File: config.mk
export PLATFORM = sky130hd
export DESIGN_NAME = wall_texture_column_sampler
export DESIGN_NICKNAME = d
export VERILOG_FILES = /design/src/rtl/core/wtcs_pkg.sv /design/src/rtl/core/wtcs_ctrl.sv /design/src/rtl/core/wtcs_dp.sv /design/src/rtl/core/wall_texture_column_sampler.sv
export SDC_FILE = /design/constraint.sdc
export NUM_CORES = 2
export LEC_CHECK = 0
export BUFFER_PORTS_ARGS = -buffer_cell sky130_fd_sc_hd__buf_2
export CAP_MARGIN = 25
export CORE_MARGIN = 1.5
export CORE_UTILIZATION = 45
export CTS_CLUSTER_SIZE = 40
export DETAILED_ROUTE_END_ITERATION = 10
export PLACE_DENSITY = 0.64
export SYNTH_ARGS = -nofsm -noshare
export SYNTH_HDL_FRONTEND = slang
export SYNTH_HIERARCHICAL = 1
export SYNTH_SLANG_ARGS = --single-unit
File: constraint.sdc
create_clock -name clk -period 9.55 [get_ports clk]
set_input_delay 0.4775 -clock clk [delete_from_list [all_inputs] [get_ports clk]]
set_output_delay 0.4775 -clock clk [all_outputs]
set_load 0.05 [all_outputs]
File: src/rtl/core/wtcs_pkg.sv
package wtcs_pkg;

  localparam int NUM_TEXTURES = 4;
  localparam int CFG_IDX_W    = 3;
  localparam int POS_W        = 40;
  localparam int STEP_W       = 32;
  localparam int ROW_W        = 13;

  // Configuration register indexes.
  localparam logic [CFG_IDX_W-1:0] CFG_NORTH_SIZE    = 3'd0;
  localparam logic [CFG_IDX_W-1:0] CFG_SOUTH_SIZE    = 3'd1;
  localparam logic [CFG_IDX_W-1:0] CFG_EAST_SIZE     = 3'd2;
  localparam logic [CFG_IDX_W-1:0] CFG_WEST_SIZE     = 3'd3;
  localparam logic [CFG_IDX_W-1:0] CFG_SCREEN_HEIGHT = 3'd4;

  // Texture slots.
  localparam logic [1:0] TEX_NORTH = 2'd0;
  localparam logic [1:0] TEX_SOUTH = 2'd1;
  localparam logic [1:0] TEX_EAST  = 2'd2;
  localparam logic [1:0] TEX_WEST  = 2'd3;

  // Input command and result kind codes.
  localparam logic CMD_PIXEL   = 1'b1;
  localparam logic KIND_DEPTH  = 1'b0;
  localparam logic KIND_PIXEL  = 1'b1;

  localparam logic [31:0]       TEX_SIZE_RESET      = 32'h0040_0040;
  localparam logic [12:0]       SCREEN_HEIGHT_RESET = 13'd480;
  localparam logic [ROW_W-1:0]  ROW_LIMIT_MAX       = 13'd4096;
  localparam logic [STEP_W-1:0] STEP_MAX            = 32'hFFFF_FFFF;

  typedef struct packed {
    logic               cmd;
    logic               hit_side;
    logic signed [19:0] ray_dx;
    logic signed [19:0] ray_dy;
    logic [25:0]        player_px;
    logic [25:0]        player_py;
    logic [25:0]        wall_dist;
    logic [15:0]        slice_height;
    logic [11:0]        span_start;
    logic [12:0]        span_end;
    logic [11:0]        column;
  } in_item_t;

  typedef struct packed {
    logic        kind;
    logic [11:0] out_column;
    logic [11:0] out_row;
    logic [1:0]  tex_select;
    logic        tex_ok;
    logic [15:0] texel_col;
    logic [15:0] texel_row;
    logic [31:0] texel_offset;
    logic [25:0] depth;
    logic        last;
  } out_item_t;

  typedef enum logic [2:0] {
    S_IDLE,
    S_FRAC,
    S_TEXCOL,
    S_DIV,
    S_STEP,
    S_POS,
    S_COL_OUT,
    S_PIX_OUT
  } state_t;

  typedef struct packed {
    logic latch_col;
    logic latch_pix;
    logic frac;
    logic texcol;
    logic div_step;
    logic step_load;
    logic pos_load;
    logic out_col;
    logic out_pix;
  } dp_cmd_t;

  typedef struct packed {
    logic in_cmd;
    logic in_ok;
    logic span_active;
    logic div_last;
  } dp_status_t;

endpackage

File: src/rtl/core/wtcs_ctrl.sv
module wtcs_ctrl
  import wtcs_pkg::*;
(
  input  logic       clk,
  input  logic       rst,
  input  logic       in_valid,
  input  logic       out_stall,
  input  dp_status_t status,
  output logic       in_stall,
  output logic       out_valid,
  output dp_cmd_t    cmd
);

  state_t state;
  state_t state_next;
  logic   out_free;

  assign out_free = !out_valid || !out_stall;

  always_ff @(posedge clk) begin
    if (rst) begin
      state <= S_IDLE;
    end else begin
      state <= state_next;
    end
  end

  always_comb begin
    state_next = state;
    unique case (state)
      S_IDLE: begin
        if (in_valid) begin
          if (status.in_cmd == CMD_PIXEL) begin
            // A pixel past the end of the span is dropped without a result.
            state_next = status.span_active ? S_PIX_OUT : S_IDLE;
          end else begin
            state_next = status.in_ok ? S_FRAC : S_COL_OUT;
          end
        end
      end
      S_FRAC:    state_next = S_TEXCOL;
      S_TEXCOL:  state_next = S_DIV;
      S_DIV:     state_next = status.div_last ? S_STEP : S_DIV;
      S_STEP:    state_next = S_POS;
      S_POS:     state_next = S_COL_OUT;
      S_COL_OUT: state_next = out_free ? S_IDLE : S_COL_OUT;
      S_PIX_OUT: state_next = out_free ? S_IDLE : S_PIX_OUT;
      default:   state_next = S_IDLE;
    endcase
  end

  always_comb begin
    cmd      = '0;
    in_stall = (state != S_IDLE);
    unique case (state)
      S_IDLE: begin
        if (in_valid) begin
          if (status.in_cmd == CMD_PIXEL) begin
            cmd.latch_pix = status.span_active;
          end else begin
            cmd.latch_col = 1'b1;
          end
        end
      end
      S_FRAC:    cmd.frac      = 1'b1;
      S_TEXCOL:  cmd.texcol    = 1'b1;
      S_DIV:     cmd.div_step  = 1'b1;
      S_STEP:    cmd.step_load = 1'b1;
      S_POS:     cmd.pos_load  = 1'b1;
      S_COL_OUT: cmd.out_col   = out_free;
      S_PIX_OUT: cmd.out_pix   = out_free;
      default:   cmd           = '0;
    endcase
  end

  always_ff @(posedge clk) begin
    if (rst) begin
      out_valid <= 1'b0;
    end else if (cmd.out_col || cmd.out_pix) begin
      out_valid <= 1'b1;
    end else if (!out_stall) begin
      out_valid <= 1'b0;
    end
  end

endmodule

File: src/rtl/core/wtcs_dp.sv
module wtcs_dp
  import wtcs_pkg::*;
#(
  parameter int FRAC_BITS = 16
) (
  input  logic                 clk,
  input  logic                 rst,
  input  in_item_t             in_data,
  input  logic                 cfg_valid,
  input  logic [CFG_IDX_W-1:0] cfg_index,
  input  logic [31:0]          cfg_data,
  input  dp_cmd_t              cmd,
  output dp_status_t           status,
  output out_item_t            out_data
);

  localparam int F   = FRAC_BITS;
  localparam int NW  = 16 + F;
  localparam int DCW = $clog2(NW + 1);
  localparam int QW  = (NW > STEP_W) ? NW : STEP_W;
  localparam int PW  = (2 * F > 47) ? 2 * F : 47;
  localparam int IYW = POS_W - F;

  // Configuration registers.
  logic [31:0] tex_size [NUM_TEXTURES];
  logic [12:0] screen_height;

  // Column state.
  logic [1:0]        cur_tex;
  logic              cur_tex_ok;
  logic [15:0]       cur_texel_col;
  logic [STEP_W-1:0] tex_step;
  logic [POS_W-1:0]  tex_pos;
  logic [ROW_W-1:0]  cur_row;
  logic [ROW_W-1:0]  row_limit;
  logic [11:0]       cur_column;

  // Working registers of a column start.
  in_item_t    item;
  logic        mirror;
  logic [F-1:0] frac;
  logic [15:0] trow;
  logic [15:0] div_rem;
  logic [NW-1:0] div_q;
  logic [DCW-1:0] div_cnt;
  out_item_t   out_r;

  // Decode of the incoming column start.
  logic       dx_pos, dx_neg, dy_pos, dy_neg;
  logic       dec_ok, dec_mirror;
  logic [1:0] dec_sel;

  assign dx_neg = in_data.ray_dx[19];
  assign dy_neg = in_data.ray_dy[19];
  assign dx_pos = !in_data.ray_dx[19] && (in_data.ray_dx != '0);
  assign dy_pos = !in_data.ray_dy[19] && (in_data.ray_dy != '0);

  always_comb begin
    dec_ok     = 1'b1;
    dec_sel    = TEX_NORTH;
    dec_mirror = 1'b0;
    priority if (in_data.hit_side && dy_pos) begin
      dec_sel = TEX_SOUTH;
    end else if (in_data.hit_side && dy_neg) begin
      dec_sel    = TEX_NORTH;
      dec_mirror = 1'b1;
    end else if (!in_data.hit_side && dx_pos) begin
      dec_sel    = TEX_EAST;
      dec_mirror = 1'b1;
    end else if (!in_data.hit_side && dx_neg) begin
      dec_sel = TEX_WEST;
    end else begin
      dec_ok = 1'b0;
    end
  end

  assign status.in_cmd      = in_data.cmd;
  assign status.in_ok       = dec_ok;
  assign status.span_active = (cur_row < row_limit);
  assign status.div_last    = (div_cnt == DCW'(1));

  // Size of the selected texture.
  logic [31:0] sel_size;
  logic [15:0] sel_w, sel_h;

  assign sel_size = tex_size[cur_tex];
  assign sel_w    = sel_size[31:16];
  assign sel_h    = sel_size[15:0];

  logic [15:0] lh_eff;
  assign lh_eff = (item.slice_height == '0) ? 16'd1 : item.slice_height;

  // Fractional wall hit: base + (dist * dir) / 2^F, low F bits only.
  logic [25:0]        base;
  logic signed [19:0] dir_s;
  logic signed [26:0] dist_s;
  logic signed [46:0] prod_full;
  logic signed [PW-1:0] prod_ext;
  logic [F-1:0]       frac_next;

  assign base      = item.hit_side ? item.player_px : item.player_py;
  assign dir_s     = item.hit_side ? item.ray_dx : item.ray_dy;
  assign dist_s    = $signed({1'b0, item.wall_dist});
  assign prod_full = dist_s * dir_s;
  assign prod_ext  = PW'(prod_full);
  assign frac_next = base[F-1:0] + prod_ext[2*F-1:F];

  // Texture column from the fraction and the texture width.
  logic [F+15:0] tprod;
  logic [15:0]   tx_raw;
  logic [15:0]   texcol_val;

  assign tprod  = frac * sel_w;
  assign tx_raw = tprod[F+15:F];

  always_comb begin
    if (sel_w == '0) begin
      texcol_val = '0;
    end else if (mirror) begin
      texcol_val = sel_w - 16'd1 - tx_raw;
    end else begin
      texcol_val = tx_raw;
    end
  end

  // Restoring divider, one quotient bit a cycle.
  logic [16:0] div_r2;
  logic        div_ge;
  logic [15:0] div_rem_next;

  assign div_r2       = {div_rem, div_q[NW-1]};
  assign div_ge       = (div_r2 >= {1'b0, lh_eff});
  assign div_rem_next = div_ge ? 16'(div_r2 - {1'b0, lh_eff}) : div_r2[15:0];

  logic [QW-1:0]     q_ext;
  logic [STEP_W-1:0] step_sat;

  assign q_ext    = QW'(div_q);
  assign step_sat = (q_ext > QW'(STEP_MAX)) ? STEP_MAX : q_ext[STEP_W-1:0];

  // Start position of the texture walk.
  logic signed [17:0] off;
  logic               off_pos;
  logic [47:0]        pos_prod;
  logic [POS_W-1:0]   pos_val;

  assign off = $signed({6'b0, item.span_start}) - $signed({6'b0, screen_height[12:1]})
             + $signed({3'b0, lh_eff[15:1]});
  assign off_pos  = !off[17] && (off != '0);
  assign pos_prod = off[15:0] * tex_step;

  always_comb begin
    if (!off_pos) begin
      pos_val = '0;
    end else if (pos_prod[47:POS_W] != '0) begin
      pos_val = '1;
    end else begin
      pos_val = pos_prod[POS_W-1:0];
    end
  end

  // Texture row of the next pixel, clamped to the last row.
  logic [IYW-1:0] iy;
  logic [15:0]    h_m1;
  logic [15:0]    trow_next;

  assign iy   = tex_pos[POS_W-1:F];
  assign h_m1 = sel_h - 16'd1;

  always_comb begin
    if (!cur_tex_ok || (sel_h == '0)) begin
      trow_next = '0;
    end else if (iy > IYW'(h_m1)) begin
      trow_next = h_m1;
    end else begin
      trow_next = iy[15:0];
    end
  end

  logic [31:0]      row_prod;
  logic [31:0]      offset_val;
  logic [POS_W:0]   pos_sum;
  logic [ROW_W-1:0] row_inc;

  assign row_prod   = sel_w * trow;
  assign offset_val = cur_tex_ok ? (row_prod + {16'b0, cur_texel_col}) : '0;
  assign pos_sum    = {1'b0, tex_pos} + {{(POS_W + 1 - STEP_W){1'b0}}, tex_step};
  assign row_inc    = cur_row + ROW_W'(1);

  // Configuration registers.
  always_ff @(posedge clk) begin
    if (rst) begin
      for (int i = 0; i < NUM_TEXTURES; i++) begin
        tex_size[i] <= TEX_SIZE_RESET;
      end
      screen_height <= SCREEN_HEIGHT_RESET;
    end else if (cfg_valid) begin
      case (cfg_index)
        CFG_NORTH_SIZE:    tex_size[TEX_NORTH] <= cfg_data;
        CFG_SOUTH_SIZE:    tex_size[TEX_SOUTH] <= cfg_data;
        CFG_EAST_SIZE:     tex_size[TEX_EAST]  <= cfg_data;
        CFG_WEST_SIZE:     tex_size[TEX_WEST]  <= cfg_data;
        CFG_SCREEN_HEIGHT: screen_height       <= cfg_data[12:0];
        default: ;
      endcase
    end
  end

  // Column state.
  always_ff @(posedge clk) begin
    if (rst) begin
      cur_tex       <= TEX_NORTH;
      cur_tex_ok    <= 1'b0;
      cur_texel_col <= '0;
      tex_step      <= '0;
      tex_pos       <= '0;
      cur_row       <= '0;
      row_limit     <= '0;
      cur_column    <= '0;
    end else begin
      if (cmd.latch_col) begin
        cur_tex       <= dec_ok ? dec_sel : TEX_NORTH;
        cur_tex_ok    <= dec_ok;
        cur_texel_col <= '0;
        tex_step      <= '0;
        tex_pos       <= '0;
        cur_row       <= {1'b0, in_data.span_start};
        row_limit     <= (in_data.span_end > ROW_LIMIT_MAX) ? ROW_LIMIT_MAX : in_data.span_end;
        cur_column    <= in_data.column;
      end
      if (cmd.texcol) begin
        cur_texel_col <= texcol_val;
      end
      if (cmd.step_load) begin
        tex_step <= step_sat;
      end
      if (cmd.pos_load) begin
        tex_pos <= pos_val;
      end
      if (cmd.out_pix) begin
        tex_pos <= pos_sum[POS_W] ? '1 : pos_sum[POS_W-1:0];
        cur_row <= row_inc;
      end
    end
  end

  // Working registers.
  always_ff @(posedge clk) begin
    if (cmd.latch_col) begin
      item   <= in_data;
      mirror <= dec_mirror;
    end
    if (cmd.latch_pix) begin
      trow <= trow_next;
    end
    if (cmd.frac) begin
      frac <= frac_next;
    end
    if (cmd.texcol) begin
      div_rem <= '0;
      div_q   <= {sel_h, {F{1'b0}}};
    end else if (cmd.div_step) begin
      div_rem <= div_rem_next;
      div_q   <= {div_q[NW-2:0], div_ge};
    end
  end

  always_ff @(posedge clk) begin
    if (rst) begin
      div_cnt <= '0;
    end else if (cmd.texcol) begin
      div_cnt <= DCW'(NW);
    end else if (cmd.div_step) begin
      div_cnt <= div_cnt - DCW'(1);
    end
  end

  // Result register.
  out_item_t col_rec, pix_rec;

  always_comb begin
    col_rec            = '0;
    col_rec.kind       = KIND_DEPTH;
    col_rec.out_column = cur_column;
    col_rec.tex_select = cur_tex;
    col_rec.tex_ok     = cur_tex_ok;
    col_rec.texel_col  = cur_texel_col;
    col_rec.depth      = item.wall_dist;

    pix_rec              = '0;
    pix_rec.kind         = KIND_PIXEL;
    pix_rec.out_column   = cur_column;
    pix_rec.out_row      = cur_row[11:0];
    pix_rec.tex_select   = cur_tex;
    pix_rec.tex_ok       = cur_tex_ok;
    pix_rec.texel_col    = cur_texel_col;
    pix_rec.texel_row    = trow;
    pix_rec.texel_offset = offset_val;
    pix_rec.last         = (row_inc == row_limit);
  end

  always_ff @(posedge clk) begin
    if (cmd.out_col) begin
      out_r <= col_rec;
    end else if (cmd.out_pix) begin
      out_r <= pix_rec;
    end
  end

  assign out_data = out_r;

endmodule

File: src/rtl/core/wall_texture_column_sampler.sv
// Textured wall column sampler for a grid raycaster.
// Input channel (in_valid, in_stall, in_data): a transaction with cmd 0 starts a
// column and returns one depth record; a transaction with cmd 1 returns the
// texel address of the next row, or nothing once the span is used up.
// Output channel (out_valid, out_stall, out_data): at most one result per transaction,
// held in an output register until the receiver takes it.
// Configuration channel (cfg_valid, cfg_ready, cfg_index, cfg_data): always
// ready; write it only while the block is idle. Unknown indexes are ignored.
// A pixel result is loaded into the output register from S_PIX_OUT, and the block
// returns to idle before it takes a new pixel, so pixels do not overlap.
// A column start steps through S_FRAC, S_TEXCOL, S_DIV, S_STEP, S_POS and
// S_COL_OUT; the restoring divider forms the texture step one quotient bit per
// cycle in S_DIV; a column start on a ray with no usable direction skips to S_COL_OUT.
// One transaction is worked on at a time; the next one is accepted as soon as
// the previous result is loaded, even while that result still waits.
// When the receiver stalls, a finished result stays in the output register and
// the block holds in_stall until it can load its next result.
// Reset (rst, synchronous) restores the 64x64 texture sizes, a screen height
// of 480 and an empty span, so pixels before a column start return nothing.
module wall_texture_column_sampler
  import wtcs_pkg::*;
#(
  parameter int FRAC_BITS = 16
) (
  input  logic                 clk,
  input  logic                 rst,
  input  logic                 in_valid,
  output logic                 in_stall,
  input  in_item_t             in_data,
  output logic                 out_valid,
  input  logic                 out_stall,
  output out_item_t            out_data,
  input  logic                 cfg_valid,
  output logic                 cfg_ready,
  input  logic [CFG_IDX_W-1:0] cfg_index,
  input  logic [31:0]          cfg_data
);

  dp_cmd_t    cmd;
  dp_status_t status;

  assign cfg_ready = 1'b1;

  wtcs_ctrl u_ctrl (
    .clk       (clk),
    .rst       (rst),
    .in_valid  (in_valid),
    .out_stall (out_stall),
    .status    (status),
    .in_stall  (in_stall),
    .out_valid (out_valid),
    .cmd       (cmd)
  );

  wtcs_dp #(
    .FRAC_BITS (FRAC_BITS)
  ) u_dp (
    .clk       (clk),
    .rst       (rst),
    .in_data   (in_data),
    .cfg_valid (cfg_valid),
    .cfg_index (cfg_index),
    .cfg_data  (cfg_data),
    .cmd       (cmd),
    .status    (status),
    .out_data  (out_data)
  );

endmodule
* Word level (Yosys, flattened, before mapping)
Memory sizes are Yosys's and may differ from the RTL's. A register that Yosys moved wholly into a read port is not among the register bits.
Index checks and enable logic that the tools add are counted.
W data, S select, Z words.
** Storage, ports and cells
- Output and inout bits :: 122
- Word-level logic and storage cells :: 196
- Memories :: 1
- RAM bits :: 128
- Input bits :: 213
- Register bits after elaboration :: 479
- ROM bits :: 0
- Latch bits :: 0
** Memories
- u_dp.tex_size :: depth 4, width 32, rd ports 1, clocked after memory_dff 1, write ports 4, RTL line wtcs_dp.sv:25 : logic [31:0] tex_size [NUM_TEXTURES];
** Cells by class
- Multiply operators :: 4
- Shift operators :: 0
- Mux-type cells :: 84
- Eq/ne operators :: 15
- Reduce and logical (&&, ||, !) cells :: 35
- Bitwise operators :: 4
- Add/subtract/negate cells :: 11
- Magnitude comparators :: 5
- Div/mod/pow operators :: 0
** Operators with widths (number)
- $mux W32 :: 10
- $mux W40 :: 6
- $mux W118 :: 2
- $mux W16 :: 8
- $mul A16 B16 Y32 :: 2
- $logic_not A16 Y1 :: 3
- $mul A16 B32 Y48 :: 1
- $add A40 B32 Y41 :: 1
- $reduce_bool A20 Y1 :: 2
- $mux W13 :: 3
- $mux W1 :: 35
- $add A32 B16 Y32 :: 1
- $gt A32 B32 Y1 const B :: 1
- $mul A27 B20 Y32 :: 1
- $sub A16 B1 Y16 const B :: 2
- $sub A16 B16 Y16 :: 2
- $gt A24 B16 Y1 :: 1
- $pmux W3 S8 :: 1
- $mux W3 :: 7
- $mux W20 :: 1
- $add A18 B16 Y18 :: 1
- $mux W2 :: 9
- $reduce_bool A18 Y1 :: 1
- $ge A17 B16 Y1 :: 1
- other kinds (24) :: 56

* Depth between registers and ports, before layout
- Word-level depth :: 10
- Depth in mapped cells :: 45
- Mapped depth without buffers :: 43

* Modules after synthesis
The synthesis kept the hierarchy.
** Modules (own cells, without submodules)
- wtcs_dp :: cells each 7951, instances 1, area each 74766.7 um2
- wtcs_ctrl :: cells each 41, instances 1, area each 316.6 um2
- wall_texture_column_sampler :: cells each 2, instances 1, area each 11.3 um2

* Worst setup path after synthesis
OpenSTA, ideal clock, no wires.
- Path kind :: reg-to-reg
- Start :: register u_dp/item[25] (netlist name)
- End :: register u_dp.tex_pos[20]
- Buffers on the path :: 2
- Period minus slack after synthesis :: 10.028 ns
- Data arrival time :: 9.891 ns
- Cell stages (with the launch flop) :: 44
- Path slack :: -0.478 ns
- Path through :: edfxtp_1 inv_1 ha_1 fa_1 nor2b_1 o21ai_0 a21boi_0 o21ai_0 nand2b_1 a21o_1 a21oi_1 xnor2_1 ha_1 or2_2 o22a_1 a311oi_1 o21ai_0 a21oi_1 [... 8 more ...] fa_1 fa_1 inv_1 fa_1 inv_1 ha_1 a21oi_1 nand2_1 a2111oi_0 o21ai_0 a211oi_1 a311oi_1 o21ai_0 xnor2_1 nand2_1 nor4_2 buf_2 a41oi_1
** On the way
- Cells in the longest elaborated chain, start to end :: 8
- Elaborated cells on any way between the ends :: 11
** RTL lines
- start: declaration :: RTL line wtcs_dp.sv:39 : in_item_t item;
- start signal: assignment :: RTL line wtcs_dp.sv:250 : item <= in_data;
- $sub A12 B12 Y13 (*) :: RTL line wtcs_dp.sv:147 : assign off = $signed({6'b0, item.span_start}) - $signed({6'b0, screen_height[12:1]})
- $add A18 B16 Y18 (*) :: RTL line wtcs_dp.sv:148 : + $signed({3'b0, lh_eff[15:1]});
- $mul A16 B32 Y48 :: RTL line wtcs_dp.sv:150 : assign pos_prod = off[15:0] * tex_step;
- $reduce_bool A8 Y1 :: RTL line wtcs_dp.sv:155 : end else if (pos_prod[47:POS_W] != '0) begin
- $mux W40 :: RTL line wtcs_dp.sv:155
- $mux W40 (*) :: RTL line wtcs_dp.sv:153 : if (!off_pos) begin
- $mux W40 (*) :: RTL line wtcs_dp.sv:237 : if (cmd.pos_load) begin
- $mux W40 (*) :: RTL line wtcs_dp.sv:240 : if (cmd.out_pix) begin
- end signal: assignment :: RTL line wtcs_dp.sv:238 : tex_pos <= pos_val;
- end signal: assignment :: RTL line wtcs_dp.sv:241 : tex_pos <= pos_sum[POS_W] ? '1 : pos_sum[POS_W-1:0];
- end: declaration :: RTL line wtcs_dp.sv:33 : logic [POS_W-1:0] tex_pos;
Every way passes the cells marked *; elsewhere a longest branch is shown, timed or not.
A chain may end at the register's enable or synchronous reset.

* Worst setup path after layout
- Start :: register u_dp/item[25] (netlist name)
- End :: register u_dp.tex_pos[8]
Same word-level chain as after synthesis.

==> results by group <==
Floorplanning
  – Boundary Pins: 335
  – Die H: 412 µm
  – Core area: 165000 µm²
  – Die Wd: 412 µm
  – Die area: 169000 µm²
  – Floorplan row count: 149
  – Starting Density: 45.4%

Synth
  – Synth warn: 6
  – Mapped cell area: 75100 µm²
  – Syn nets: 9950
  – Number of library cell types mapped by synthesis: 89
  – Commonest cells post-synth: inv_1 (1454), nand2_1 (1190), fa_1 (1168)
  – Ys flop type: edfxtp_1
  – Syn Inst Count: 7994
  – Post-synth top area cell: fa_1
  – Count leader, synth: inv_1
  – Synth top area cells: fa_1 (31%), edfxtp_1 (14%), ha_1 (9.6%)
  – Number of synthesized register bits: 608
  – Top cell type's share of synthesized area: 31.1%
  – Sequential area share after synthesis: 21.0%
  – Mean post-synth cell area: 9.39 µm²
  – Fraction of registers with async set/reset: 0%
  – Number of synthesized flops with an enable pin: 361

Clock network
  – CTS clk-pin slew, worst paths: 60 ps
  – CTS buffer count: 76
  – CTS max path bufs: 3
  – Root Driver: clkbuf_16
  – TritonCTS clock tree: yes
  – H-tree Lvls: 3
  – CTS sink cnt: 608
  – Clk_lat worst skew: 740 ps

Timing
  – Final setup margin: -244 ps
  – Fin. Hold Viols: 0
  – Worst rel slew slack: 26.1%
  – Slew Limit Fails: 0
  – Final period utilization: 103%
  – RSZ-0062 raised after global routing: true
  – Worst hold slack: 14.8 ps
  – Min Tclk post-route: 9790 ps
  – Worst Skew: 51.4 ps
  – Slew @ Worst Pin: 1110 ps
  – Fmax: 0.102 GHz
  – # setup viols final: 39

Global routing
  – Pin count of the biggest net entering global routing: 139
  – Global-route wire length before repair: 343 mm
  – GRT overflow: 0
  – Antenna violations before repair: 31
  – All-layer global routing usage: 26.1%
  – Vias in the first global route: 61200

Detailed routing
  – First-pass DRT Iterations: 6
  – Avg WL per Cell: 20.1 µm
  – DRC Markers: 0
  – Vias: 57200
  – WL final: 217 mm
  – Routed Antenna Nets: 0
  – Initial DRC Count: 3842
  – Via density: 5.32

Worst setup path
  – Worst Setup End Kind: register
  – Critical path fanouts, max: 14
  – Crit-path max cell delay: 550 ps
  – CP max-delay cell: fa_1
  – CP most frequent cell: fa_1
  – Worst Path Arrival: 10370 ps
  – Top cell family by delay on the critical path: adder cells
  – WS Path Type: register to register
  – CP Launch Type: register
  – Worst path buffer plus inverter count: 11
  – Req. time, crit path: 10130 ps

Run status
  – Status: finished with violations
  – Violated checks: negative setup slack

Run
  – Max-Cap Viols: 0

Cells and area
  – Layout Area Growth over Synthesis: 13.8%
  – Layout cell share with drive strength beyond 1: 11.6%
  – Final Net Count: 10400

Min path
  – Worst min path class: input pin to register

Place
  – Post-DP HPWL: 166 mm
  – RD Place Congestion: 0.924
  – I/O Buffers: 313
path summary, 6_finish.rpt:
path | startpoint | endpoint | slack [ps] | cells after the start
max reg2reg | u_dp/item[25]$_DFFE_PP_ | u_dp/tex_pos[8]$_SDFFE_PP0P_ | -240 | 45
max | u_dp/item[25]$_DFFE_PP_ | u_dp/tex_pos[8]$_SDFFE_PP0P_ | -240 | 45
min | in_data[25] | u_dp/item[25]$_DFFE_PP_ | 10 | 1
min reg2reg | u_dp/out_data[0]$_SDFFE_PP0P_ | u_dp/out_data[0]$_SDFFE_PP0P_ | 440 | 2
metal layers:
layer,global-route usage [%],vias to the layer above,routed length (µm)
li1,-,26000,-
met2,43.3,2013,101000
met4,8.29,28,6650
met3,4.93,392,17400
met5,0,-,176
met1,34.4,28800,91100
cell families after synthesis:
logic type / Yosys count / synth area share (%)
flops: 608 / 21.0
buf+inv: 1847 / 9.29
compound gates: 856 / 7.33
fa+ha+maj: 1743 / 40.7
other cells: 1 / 0.00499
simple gates: 2545 / 16.2
xor+xnor: 249 / 2.90
mux: 145 / 2.51
layout make-up:
type | count | area (µm²)
fillers | 15100 | 79900
multi-input cells | 5539 | 52900
flip-flops and latches | 608 | 15800
repair buffers | 805 | 5940
inverters | 1455 | 5460
well taps | 2189 | 2740
clock buffers | 100 | 2080
clock inverters | 42 | 539
diodes | 10 | 25.0
sequential cells by signal, indices dropped and copies added, names as in the netlist, named ones only:
| name | cells |
|---|---|
| u_dp/div_rem | 16 |
| u_dp/col_rec | 26 |
| u_dp/tex_size | 128 |
| u_dp/cur_tex | 2 |
| u_dp/div_q | 32 |
| u_dp/tex_pos | 40 |
| u_dp/cur_column | 12 |
| u_dp/out_data | 119 |
| u_dp/tex_step | 32 |
| u_dp/cur_tex_ok | 1 |
| u_ctrl/out_valid | 1 |
| u_dp/row_limit | 13 |
| u_dp/mirror | 1 |
| u_dp/trow | 16 |
| u_dp/cur_texel_col | 16 |
| u_dp/frac | 16 |
| u_dp/div_cnt | 6 |
| u_ctrl/state | 3 |
| u_dp/cur_row | 13 |
| u_dp/item | 101 |
| u_dp/screen_height | 12 |
stage by stage:
stage,setup TNS (ps),instance area [µm²],std cells,worst slack (ps),util [%]
final,-8280,85500,10700,-244,51.7
after global routing,-28500,85400,10700,-758,51.7
after CTS,-7600,85000,10700,-235,51.4
after detailed placement,-29440,80800,10400,-810,48.9
after global placement,-24550,80800,10400,-666,48.9
after floorplan,0,75100,7994,20.0,-
what timing repair did:
action / CTS / global route
hold buffers: 132 / 0
gates resized for setup: 28 / 43
pin swaps: 15 / 7
setup endpoints to repair: 40 / 46
endpoints found under the hold margin: 132 / 0
buffers inserted: 8 / 7
gates cloned: 2 / 1
cells in the final DEF, fill, tap and decap left out, types with 77 or more instances in the layout:
cell type	synthesis	final
fa_1	1168	1166
edfxtp_1	361	361
and2_1	539	539
buf_4	5	332
nor2b_1	160	158
a21o_1	84	84
mux2i_1	84	82
nor2_1	295	290
xnor2_1	175	163
ha_1	575	569
dlygate4sd3_1	0	132
clkbuf_16	0	77
dfxtp_1	247	246
a21oi_1	250	243
o21ai_0	178	162
buf_2	7	312
inv_1	1454	1452
nand2_1	1190	1190
Power is left out: the tool's default activity adds up to more than one toggle a clock period on the data nets, which glitch-free logic cannot reach.
